<file path="src/lphash_pkg.sv">
// Package for the linear-probing hash table: sizes, codes and the queued request type.
// Used by the channel interfaces and by every module of the block.
package lphash_pkg;

    localparam int TABLE_DEPTH = 8;
    localparam int IDX_W       = $clog2(TABLE_DEPTH);
    localparam int KEY_W       = 31;
    localparam int VAL_W       = 32;
    localparam int STATUS_W    = 2;
    localparam int SLOT_OUT_W  = 3;

    localparam logic OP_INSERT = 1'b0;
    localparam logic OP_SEARCH = 1'b1;

    localparam logic [STATUS_W-1:0] STATUS_WRITTEN = 2'd0;
    localparam logic [STATUS_W-1:0] STATUS_FULL    = 2'd1;
    localparam logic [STATUS_W-1:0] STATUS_FOUND   = 2'd2;
    localparam logic [STATUS_W-1:0] STATUS_MISSING = 2'd3;

    typedef struct packed {
        logic                    opcode;
        logic [KEY_W-1:0]        key;
        logic signed [VAL_W-1:0] value;
        logic [IDX_W-1:0]        home;
    } req_t;

    // The reported slot field carries the low bits of the slot number.
    function automatic logic [SLOT_OUT_W-1:0] slot_field(input logic [IDX_W-1:0] pos);
        logic [IDX_W+SLOT_OUT_W-1:0] ext;
        ext = (IDX_W + SLOT_OUT_W)'(pos);
        return ext[SLOT_OUT_W-1:0];
    endfunction

endpackage

</file>
<file path="src/lphash_if.sv">
// Valid/ready channel interfaces for command words and response words.
// Depends on lphash_pkg for field widths.
interface lphash_cmd_if;
    import lphash_pkg::*;

    logic                    valid;
    logic                    ready;
    logic                    opcode;
    logic [KEY_W-1:0]        key;
    logic signed [VAL_W-1:0] value;

    modport source (output valid, opcode, key, value, input ready);
    modport sink   (input valid, opcode, key, value, output ready);
endinterface

interface lphash_rsp_if;
    import lphash_pkg::*;

    logic                      valid;
    logic                      ready;
    logic [STATUS_W-1:0]       status;
    logic signed [VAL_W-1:0]   found_value;
    logic [SLOT_OUT_W-1:0]     slot_index;

    modport source (output valid, status, found_value, slot_index, input ready);
    modport sink   (input valid, status, found_value, slot_index, output ready);
endinterface

</file>
<file path="src/lphash_front.sv">
// Front end: takes command words and turns each into a queued request with its home slot.
// Depends on lphash_pkg and lphash_cmd_if.
module lphash_front
(
    lphash_cmd_if.sink          cmd,
    output logic                push_valid,
    output lphash_pkg::req_t    push_data,
    input  logic                push_ready
);
    import lphash_pkg::*;

    logic [KEY_W-1:0] home_full;

    // With a power-of-two depth this reduces to a mask of the low key bits.
    assign home_full = cmd.key % KEY_W'(TABLE_DEPTH);

    assign cmd.ready        = push_ready;
    assign push_valid       = cmd.valid;
    assign push_data.opcode = cmd.opcode;
    assign push_data.key    = cmd.key;
    assign push_data.value  = cmd.value;
    assign push_data.home   = home_full[IDX_W-1:0];

endmodule

</file>
<file path="src/lphash_fifo.sv">
// Two-entry request queue between the front end and the probe engine.
// Depends on lphash_pkg for the request type.
module lphash_fifo
(
    input  logic                clk,
    input  logic                rst_n,
    input  logic                push_valid,
    input  lphash_pkg::req_t    push_data,
    output logic                push_ready,
    output logic                pop_valid,
    output lphash_pkg::req_t    pop_data,
    input  logic                pop_ready
);
    import lphash_pkg::*;

    req_t       entry_reg [2];
    logic       wr_ptr_reg;
    logic       wr_ptr_next;
    logic       rd_ptr_reg;
    logic       rd_ptr_next;
    logic [1:0] count_reg;
    logic [1:0] count_next;
    logic       do_push;
    logic       do_pop;

    assign push_ready = (count_reg != 2'd2);
    assign pop_valid  = (count_reg != 2'd0);
    assign pop_data   = entry_reg[rd_ptr_reg];
    assign do_push    = push_valid && push_ready;
    assign do_pop     = pop_valid && pop_ready;

    always_comb
    begin
        wr_ptr_next = do_push ? !wr_ptr_reg : wr_ptr_reg;
        rd_ptr_next = do_pop ? !rd_ptr_reg : rd_ptr_reg;
        count_next  = count_reg + 2'(do_push) - 2'(do_pop);
    end

    always_ff @(posedge clk or negedge rst_n)
    begin
        if (!rst_n)
        begin
            wr_ptr_reg <= 1'b0;
            rd_ptr_reg <= 1'b0;
            count_reg  <= 2'd0;
        end
        else
        begin
            wr_ptr_reg <= wr_ptr_next;
            rd_ptr_reg <= rd_ptr_next;
            count_reg  <= count_next;
        end
    end

    always_ff @(posedge clk)
    begin
        if (do_push)
        begin
            entry_reg[wr_ptr_reg] <= push_data;
        end
    end

endmodule

</file>
<file path="src/lphash_back.sv">
// Probe engine: walks the slot table one slot per cycle and builds the response word.
// Depends on lphash_pkg and lphash_rsp_if; holds the key/value memory and occupied bits.
module lphash_back
(
    input  logic                clk,
    input  logic                rst_n,
    input  logic                pop_valid,
    input  lphash_pkg::req_t    pop_data,
    output logic                pop_ready,
    lphash_rsp_if.source        rsp
);
    import lphash_pkg::*;

    typedef enum logic [1:0] {
        ST_IDLE  = 2'b01,
        ST_PROBE = 2'b10
    } state_t;

    state_t                  state_reg;
    state_t                  state_next;
    req_t                    req_reg;
    logic [IDX_W-1:0]        pos_reg;
    logic [IDX_W-1:0]        pos_next;
    logic [IDX_W-1:0]        cnt_reg;
    logic [IDX_W-1:0]        cnt_next;
    logic [IDX_W-1:0]        pos_wrap;
    logic [IDX_W-1:0]        rd_addr;

    logic [KEY_W-1:0]        key_mem [TABLE_DEPTH];
    logic signed [VAL_W-1:0] val_mem [TABLE_DEPTH];
    logic [TABLE_DEPTH-1:0]  occ_reg;
    logic [KEY_W-1:0]        key_rd_reg;
    logic signed [VAL_W-1:0] val_rd_reg;
    logic                    occ_rd_reg;

    logic                    used;
    logic                    same;
    logic                    hit;
    logic                    last;
    logic                    finish;
    logic                    out_free;
    logic                    fire;
    logic                    do_write;
    logic                    advance;

    logic                    rsp_valid_reg;
    logic [STATUS_W-1:0]     status_reg;
    logic [STATUS_W-1:0]     status_next;
    logic signed [VAL_W-1:0] value_reg;
    logic signed [VAL_W-1:0] value_next;
    logic [SLOT_OUT_W-1:0]   slot_reg;
    logic [SLOT_OUT_W-1:0]   slot_next;

    assign pos_wrap = (pos_reg == IDX_W'(TABLE_DEPTH - 1)) ? '0 : pos_reg + 1'b1;
    assign used     = occ_rd_reg;
    assign same     = used && (key_rd_reg == req_reg.key);
    assign hit      = !used || same;
    assign last     = (cnt_reg == IDX_W'(TABLE_DEPTH - 1));
    assign finish   = (state_reg == ST_PROBE) && (hit || last);
    assign out_free = !rsp_valid_reg || rsp.ready;
    assign fire     = finish && out_free;
    assign do_write = fire && hit && (req_reg.opcode == OP_INSERT);
    assign advance  = (state_reg == ST_PROBE) && !finish;

    assign pop_ready = (state_reg == ST_IDLE);

    // The read address runs one slot ahead of the compare so the registered read of each slot is ready for its compare.
    always_comb
    begin
        if (state_reg == ST_IDLE)
        begin
            rd_addr = pop_data.home;
        end
        else if (advance)
        begin
            rd_addr = pos_wrap;
        end
        else
        begin
            rd_addr = pos_reg;
        end
    end

    always_comb
    begin
        state_next = state_reg;
        pos_next   = pos_reg;
        cnt_next   = cnt_reg;
        case (state_reg)
            ST_IDLE:
            begin
                if (pop_valid)
                begin
                    state_next = ST_PROBE;
                    pos_next   = pop_data.home;
                    cnt_next   = '0;
                end
            end
            ST_PROBE:
            begin
                if (fire)
                begin
                    state_next = ST_IDLE;
                end
                else if (advance)
                begin
                    pos_next = pos_wrap;
                    cnt_next = cnt_reg + 1'b1;
                end
            end
            default:
            begin
                state_next = ST_IDLE;
            end
        endcase
    end

    always_comb
    begin
        status_next = STATUS_MISSING;
        value_next  = '0;
        slot_next   = '0;
        if (req_reg.opcode == OP_INSERT)
        begin
            if (hit)
            begin
                status_next = STATUS_WRITTEN;
                slot_next   = slot_field(pos_reg);
            end
            else
            begin
                status_next = STATUS_FULL;
            end
        end
        else if (same)
        begin
            status_next = STATUS_FOUND;
            value_next  = val_rd_reg;
            slot_next   = slot_field(pos_reg);
        end
    end

    always_ff @(posedge clk or negedge rst_n)
    begin
        if (!rst_n)
        begin
            state_reg     <= ST_IDLE;
            pos_reg       <= '0;
            cnt_reg       <= '0;
            occ_reg       <= '0;
            occ_rd_reg    <= 1'b0;
            rsp_valid_reg <= 1'b0;
        end
        else
        begin
            state_reg  <= state_next;
            pos_reg    <= pos_next;
            cnt_reg    <= cnt_next;
            occ_rd_reg <= occ_reg[rd_addr];
            if (do_write)
            begin
                occ_reg[pos_reg] <= 1'b1;
            end
            if (fire)
            begin
                rsp_valid_reg <= 1'b1;
            end
            else if (rsp.ready)
            begin
                rsp_valid_reg <= 1'b0;
            end
        end
    end

    always_ff @(posedge clk)
    begin
        if (pop_valid && pop_ready)
        begin
            req_reg <= pop_data;
        end
        if (fire)
        begin
            status_reg <= status_next;
            value_reg  <= value_next;
            slot_reg   <= slot_next;
        end
        key_rd_reg <= key_mem[rd_addr];
        val_rd_reg <= val_mem[rd_addr];
        if (do_write)
        begin
            key_mem[pos_reg] <= req_reg.key;
            val_mem[pos_reg] <= req_reg.value;
        end
    end

    assign rsp.valid       = rsp_valid_reg;
    assign rsp.status      = status_reg;
    assign rsp.found_value = value_reg;
    assign rsp.slot_index  = slot_reg;

    // Slots are never freed once written.
    a_occ_sticky: assert property (@(posedge clk) disable iff (!rst_n)
        ##1 ((occ_reg & $past(occ_reg)) == $past(occ_reg)))
        else $error("occupied bit cleared");

    // A written slot is marked occupied right after the write.
    a_write_marks: assert property (@(posedge clk) disable iff (!rst_n)
        do_write |=> occ_reg[$past(pos_reg)])
        else $error("written slot not marked occupied");

    // A probe never runs past one full lap of the table.
    a_lap_bound: assert property (@(posedge clk) disable iff (!rst_n)
        (state_reg == ST_PROBE && last && out_free) |=> (state_reg == ST_IDLE))
        else $error("probe ran past one lap");

    // Each finished probe loads the response register.
    a_rsp_load: assert property (@(posedge clk) disable iff (!rst_n)
        fire |=> rsp_valid_reg)
        else $error("finished probe produced no response");

endmodule

</file>
<file path="src/linear_probe_hash_table.sv">
// Top level of the linear-probing hash table: front end, request queue and probe engine.
// Depends on lphash_pkg, lphash_if, lphash_front, lphash_fifo and lphash_back.
//
// Each command word is an insert or a search of a 31-bit key in a table of TABLE_DEPTH
// key/value slots; every command yields exactly one response word. A word is dequeued and
// then probed one slot per cycle over at most TABLE_DEPTH slots, starting at key modulo
// TABLE_DEPTH and wrapping; the probe rate is set by the single read port of the slot
// memory, which is read once per probe. A two-entry queue lets up to two further command
// words be accepted while a probe runs, and the response register holds a finished word
// while the next probe proceeds. Reset empties the table at once through per-slot
// occupied bits; no clearing pass is needed.
module linear_probe_hash_table
(
    input  logic        clk,
    input  logic        rst_n,
    lphash_cmd_if.sink  cmd,
    lphash_rsp_if.source rsp
);
    import lphash_pkg::*;

    logic push_valid;
    logic push_ready;
    req_t push_data;
    logic pop_valid;
    logic pop_ready;
    req_t pop_data;

    lphash_front u_front
    (
        .cmd        (cmd),
        .push_valid (push_valid),
        .push_data  (push_data),
        .push_ready (push_ready)
    );

    lphash_fifo u_fifo
    (
        .clk        (clk),
        .rst_n      (rst_n),
        .push_valid (push_valid),
        .push_data  (push_data),
        .push_ready (push_ready),
        .pop_valid  (pop_valid),
        .pop_data   (pop_data),
        .pop_ready  (pop_ready)
    );

    lphash_back u_back
    (
        .clk        (clk),
        .rst_n      (rst_n),
        .pop_valid  (pop_valid),
        .pop_data   (pop_data),
        .pop_ready  (pop_ready),
        .rsp        (rsp)
    );

endmodule

</file>
<file path="src/flat_wrapper.sv">
// flat-port wrapper written by rule: the top's interface ports become plain ports
module linear_probe_hash_table_flat import lphash_pkg::*;
  (clk, rst_n, cmd_valid, cmd_opcode, cmd_key, cmd_value, cmd_ready, rsp_valid, rsp_status, rsp_found_value, rsp_slot_index, rsp_ready);
  lphash_cmd_if cmd_i ();
  lphash_rsp_if rsp_i ();
  input  logic clk;
  input  logic rst_n;
  input wire logic [$bits(cmd_i.valid)-1:0] cmd_valid;
  input wire logic [$bits(cmd_i.opcode)-1:0] cmd_opcode;
  input wire logic [$bits(cmd_i.key)-1:0] cmd_key;
  input wire logic [$bits(cmd_i.value)-1:0] cmd_value;
  output wire logic [$bits(cmd_i.ready)-1:0] cmd_ready;
  output wire logic [$bits(rsp_i.valid)-1:0] rsp_valid;
  output wire logic [$bits(rsp_i.status)-1:0] rsp_status;
  output wire logic [$bits(rsp_i.found_value)-1:0] rsp_found_value;
  output wire logic [$bits(rsp_i.slot_index)-1:0] rsp_slot_index;
  input wire logic [$bits(rsp_i.ready)-1:0] rsp_ready;
  assign cmd_i.valid = cmd_valid;
  assign cmd_i.opcode = cmd_opcode;
  assign cmd_i.key = cmd_key;
  assign cmd_i.value = cmd_value;
  assign cmd_ready = cmd_i.ready;
  assign rsp_valid = rsp_i.valid;
  assign rsp_status = rsp_i.status;
  assign rsp_found_value = rsp_i.found_value;
  assign rsp_slot_index = rsp_i.slot_index;
  assign rsp_i.ready = rsp_ready;
  linear_probe_hash_table u_core (.clk(clk), .rst_n(rst_n), .cmd(cmd_i), .rsp(rsp_i));
endmodule
</file>
<file path="config.mk">
export PLATFORM = sky130hd
export DESIGN_NAME = linear_probe_hash_table_flat
export DESIGN_NICKNAME = d
export VERILOG_FILES = /design/src/lphash_pkg.sv /design/src/lphash_if.sv /design/src/lphash_front.sv /design/src/lphash_fifo.sv /design/src/lphash_back.sv /design/src/linear_probe_hash_table.sv /design/src/flat_wrapper.sv
export SDC_FILE = /design/constraint.sdc
export NUM_CORES = 1
export LEC_CHECK = 0
export BUFFER_PORTS_ARGS = -buffer_cell sky130_fd_sc_hd__buf_2
export CAP_MARGIN = 10
export CORE_AREA = 4 4 240 242
export DETAILED_ROUTE_END_ITERATION = 8
export DIE_AREA = 0 0 244 246
export PLACE_DENSITY = 0.74
export SLEW_MARGIN = 20
export SYNTH_ARGS = -nofsm -noshare
export SYNTH_HDL_FRONTEND = slang
export SYNTH_SLANG_ARGS = --single-unit
</file>
<file path="constraint.sdc">
create_clock -name clk -period 6.2 [get_ports clk]
set_input_delay 0.62 -clock clk [delete_from_list [all_inputs] [get_ports clk]]
set_output_delay 0.62 -clock clk [all_outputs]
set_load 0.01 [all_outputs]
</file>
==> summary.txt <==
Logic synthesis
  – Sequential area share after synthesis: 0.7883
  – Mapped Area: about 0.03 mm^2
  – Yosys warning count: 0
  – Most common cell in the synthesized netlist: edfxtp_1
  – Syn Inst Count: 1,594
  – Ranking of synthesized cells by area: edfxtp_1 73%, mux2i_1 6.4%, dfxtp_1 4.2%, a221oi_2 3.0%, mux2_2 2.3%
  – Net Count, Synth: 1,668
  – Post-synth EDFFs: 733
  – Synth top cells by count: 733 x edfxtp_1, 193 x mux2i_1, 134 x nand2_1
  – Synth Register Bits: ~800
  – Post-synth top area share: 0.7284
  – Main flop type after synthesis: edfxtp_1
  – Syn avg cell area: roughly 19 um^2
  – Synth area leader: edfxtp_1
  – Asr flop ratio synth: 0.02689
  – Yosys cell types: 47

Timing
  – Clock skew: 0.02895 ns
  – Period minus WS final: 4.117 ns
  – Fin Setup TNS: 0 ns
  – F_max: approximately 0.24 GHz
  – Slew Viols, Final: 0
  – Worst-margin pin slew: 1.098 ns
  – Final setup violation count: 0
  – Hold Slack: between 0.15 and 0.2 ns
  – Final count of hold timing violations: 0
  – Slew margin rel.: 0.2661
  – Tcrit/Tclk final: 0.6641
  – Unrepaired setup endpoints after global routing: false

Clock network
  – CTS root buffer: clkbuf_16
  – CTS tree: done
  – Clock transition at path regs: roughly 0.060 ns
  – CTS Buf Count: 80
  – Clk_lat worst skew: approximately 0.62 ns
  – TritonCTS Sinks: 818
  – Post-cts sizing count: 0
  – Setup Fix Bufs, Post-CTS: 0
  – H-tree depth: 3
  – Hold Buf Count CTS: 1
  – CTS Buffer Depth: 3

Placement
  – Number of port buffers: around 110
  – DPL Wire Length: 33,090 um
  – GPL Wtd Cong: between 0.8 and 0.9
  – Inst Count DP: 2,406
  – Post-DP Area: 0.03184 mm^2

Critical path
  – Critical Path Start Type: flop
  – Critical Path, Cell by Cell: xnor2_1, nand4_1, or4_4, o21ai_4, o211a_2, and3_4, buf_4, a221oi_1
  – Worst R2R Setup Slack: 2.08 ns
  – CP Depth: 8
  – Worst R2R Path Depth: 8
  – Critical Path Max Stage Delay: 0.84 ns
  – Crit. Startpoint: u_core.u_back.req_reg[51]$_DFFE_PP_
  – Family with the most delay on the worst path: simple AND/OR/NAND/NOR gates
  – CP required: 6.66 ns
  – Crit Path Max Fanout: 40
  – Critical Path AT: 4.58 ns
  – Worst path slowest cell: and3_4
  – Reg2reg end: u_core.u_back.key_rd_reg[30]$_DFF_P_
  – End point of the critical path: u_core.u_back.key_rd_reg[30]$_DFF_P_
  – Crit end category: flop
  – Crit path buffers/inverters: 1
  – Reg-to-reg startpoint: u_core.u_back.req_reg[51]$_DFFE_PP_
  – WS Path Type: reg2reg

Finish
  – Area of the multi-input gates: 0.006098 mm^2
  – Non-Filler Instances: 2,557
  – Final Instance Area: 0.03458 mm^2
  – Total Nets Final: 1,817
  – Diodes inserted: 0
  – Ratio of cells with drive above 1 in the final layout: 0.2322
  – Sequential cell area: 0.02383 mm^2
  – Layout fillers: 3,786
  – Max reg flops: around 260
  – Area Growth Syn to Fin: 14.42%

Global routing
  – Total GRT Usage: 0.2034
  – Antenna violations before repair: 0
  – Largest net degree at the start of global routing: 73
  – Vias in the first global route: 15,387
  – First-pass GRT wire length: between 90,000 and 100,000 um
  – Global route total overflow: 0

Min path
  – Worst hold path type: in2reg

Run
  – Max-Cap Viols: 0

Power
  – Total power: ~19 mW
  – Leak pwr: 12.13 nW
  – Pwr Density: 541.7 mW/mm^2
  – VDD IR max: between 0.0005 and 0.0006 V

Floorplanning
  – Num rows: 86
  – Die area: 0.06002 mm^2
  – Horiz. Die Dim: 244 um
  – Core Area: 0.05509 mm^2
  – Initial Utilization: 0.5485
  – Die Y: 246 um
  – # IOs: ~110

Status
  – Status: completed

Detailed routing
  – Routed len/inst: 23.94 um
  – Vias: around 15,000
  – Iteration-0 DRC Markers: 1,363
  – ANT nets after route: 0
  – Routed WL: just over 60,000 um
  – Post-route DRC: 0
  – Vias/cell: around 5.8
  – DR pass1 iterations: 7
-- power by group --
group	internal, mW	switching [mW]	leakage, nW
registers	7.52	0.754	7.46
logic	2.20	3.37	3.35
clock network	2.91	1.97	1.32
-- kinds of logic (layout without fill, tap and decap cells) --
family | after synthesis | count (layout) | synth area share
DFF | 818 | 818 | 0.7883
and+or+nand+nor | 235 | 235 | 0.03693
muxes | 258 | 258 | 0.08815
xor gates and xnor gates | 35 | 35 | 0.01014
AOI/OAI and AO/OA | 159 | 159 | 0.05987
adders and majority gates | 6 | 6 | 0.002484
buffers and inverters | 83 | 298 | 0.01408
-- layout by cell type, fill, tap and decap left out, types with 3 or more instances in the layout --
cell | synthesis | layout
and2_1 | 34 | 34
and3_4 | 0 | 3
bufinv_16 | 0 | 7
mux2i_1 | 193 | 193
edfxtp_1 | 733 | 733
clkbuf_16 | 0 | 83
nand3_1 | 9 | 9
or2_2 | 8 | 8
dfrtp_1 | 21 | 20
buf_2 | 49 | 106
dfxtp_1 | 63 | 63
mux2_2 | 63 | 63
inv_1 | 10 | 9
buf_4 | 10 | 18
xnor2_1 | 35 | 35
nor2_1 | 19 | 10
o22ai_1 | 3 | 3
clkinvlp_4 | 0 | 3
a221oi_2 | 60 | 60
clkbuf_8 | 0 | 13
nand2_1 | 134 | 134
o21ai_0 | 8 | 8
buf_12 | 0 | 9
a32o_1 | 63 | 63
a21oi_1 | 5 | 5
clkinv_1 | 0 | 6
nand2b_1 | 5 | 5
ha_1 | 6 | 6
nor2_4 | 0 | 8
clkbuf_1 | 12 | 21
nand4_1 | 13 | 13
clkinv_2 | 0 | 12
a221oi_1 | 4 | 4
buf_16 | 0 | 4
-- worst min path at each step --
stage,cells after the start,endpoint,startpoint,slack [ns]
after CTS,1,u_core.u_fifo.entry_reg[1][24]$_DFFE_PP_,cmd_value[21],0.15
after detailed placement,1,u_core.u_back.occ_reg[3]$_DFFE_PN0N_,u_core.u_back.occ_reg[3]$_DFFE_PN0N_,0.46
after global placement,1,u_core.u_back.occ_reg[3]$_DFFE_PN0N_,u_core.u_back.occ_reg[3]$_DFFE_PN0N_,0.45
after global routing,1,u_core.u_fifo.entry_reg[1][24]$_DFFE_PP_,cmd_value[21],0.16
final,1,u_core.u_fifo.entry_reg[1][17]$_DFFE_PP_,cmd_value[14],0.19
after floorplan,0,u_core.u_back.cnt_reg[0]$_DFFE_PN0P_,rst_n,0.32
-- layout make-up --
type,count,share of cell area
clock buffer,117,0.06752
sequential,818,0.6891
inverter,10,0.001086
timing repair buffer,140,0.02859
tap,748,0.02707
multi-input combinational,693,0.1764
clock inverter,31,0.01028
-- metrics by stage --
| stage | setup slack, ns | utilization |
|---|---|---|
| floorplan | 1.443 | - |
| global placement | 2.207 | 0.5764 |
| detailed placement | 2.129 | 0.5779 |
| CTS | 2.100 | 0.6269 |
| global route | 1.943 | 0.6276 |
| finish | 2.083 | 0.6276 |
-- metal layers --
layer  vias to the layer above  routed length [um]  global-route usage
met5                         -                   0                   0
met4                         0                1784             0.06582
met3                       119                3303             0.03309
met2                       483               30250              0.3404
met1                      7659               25870              0.2772
li1                       6604                   -                   -
No activity file was read; power rests on OpenSTA's default activity.
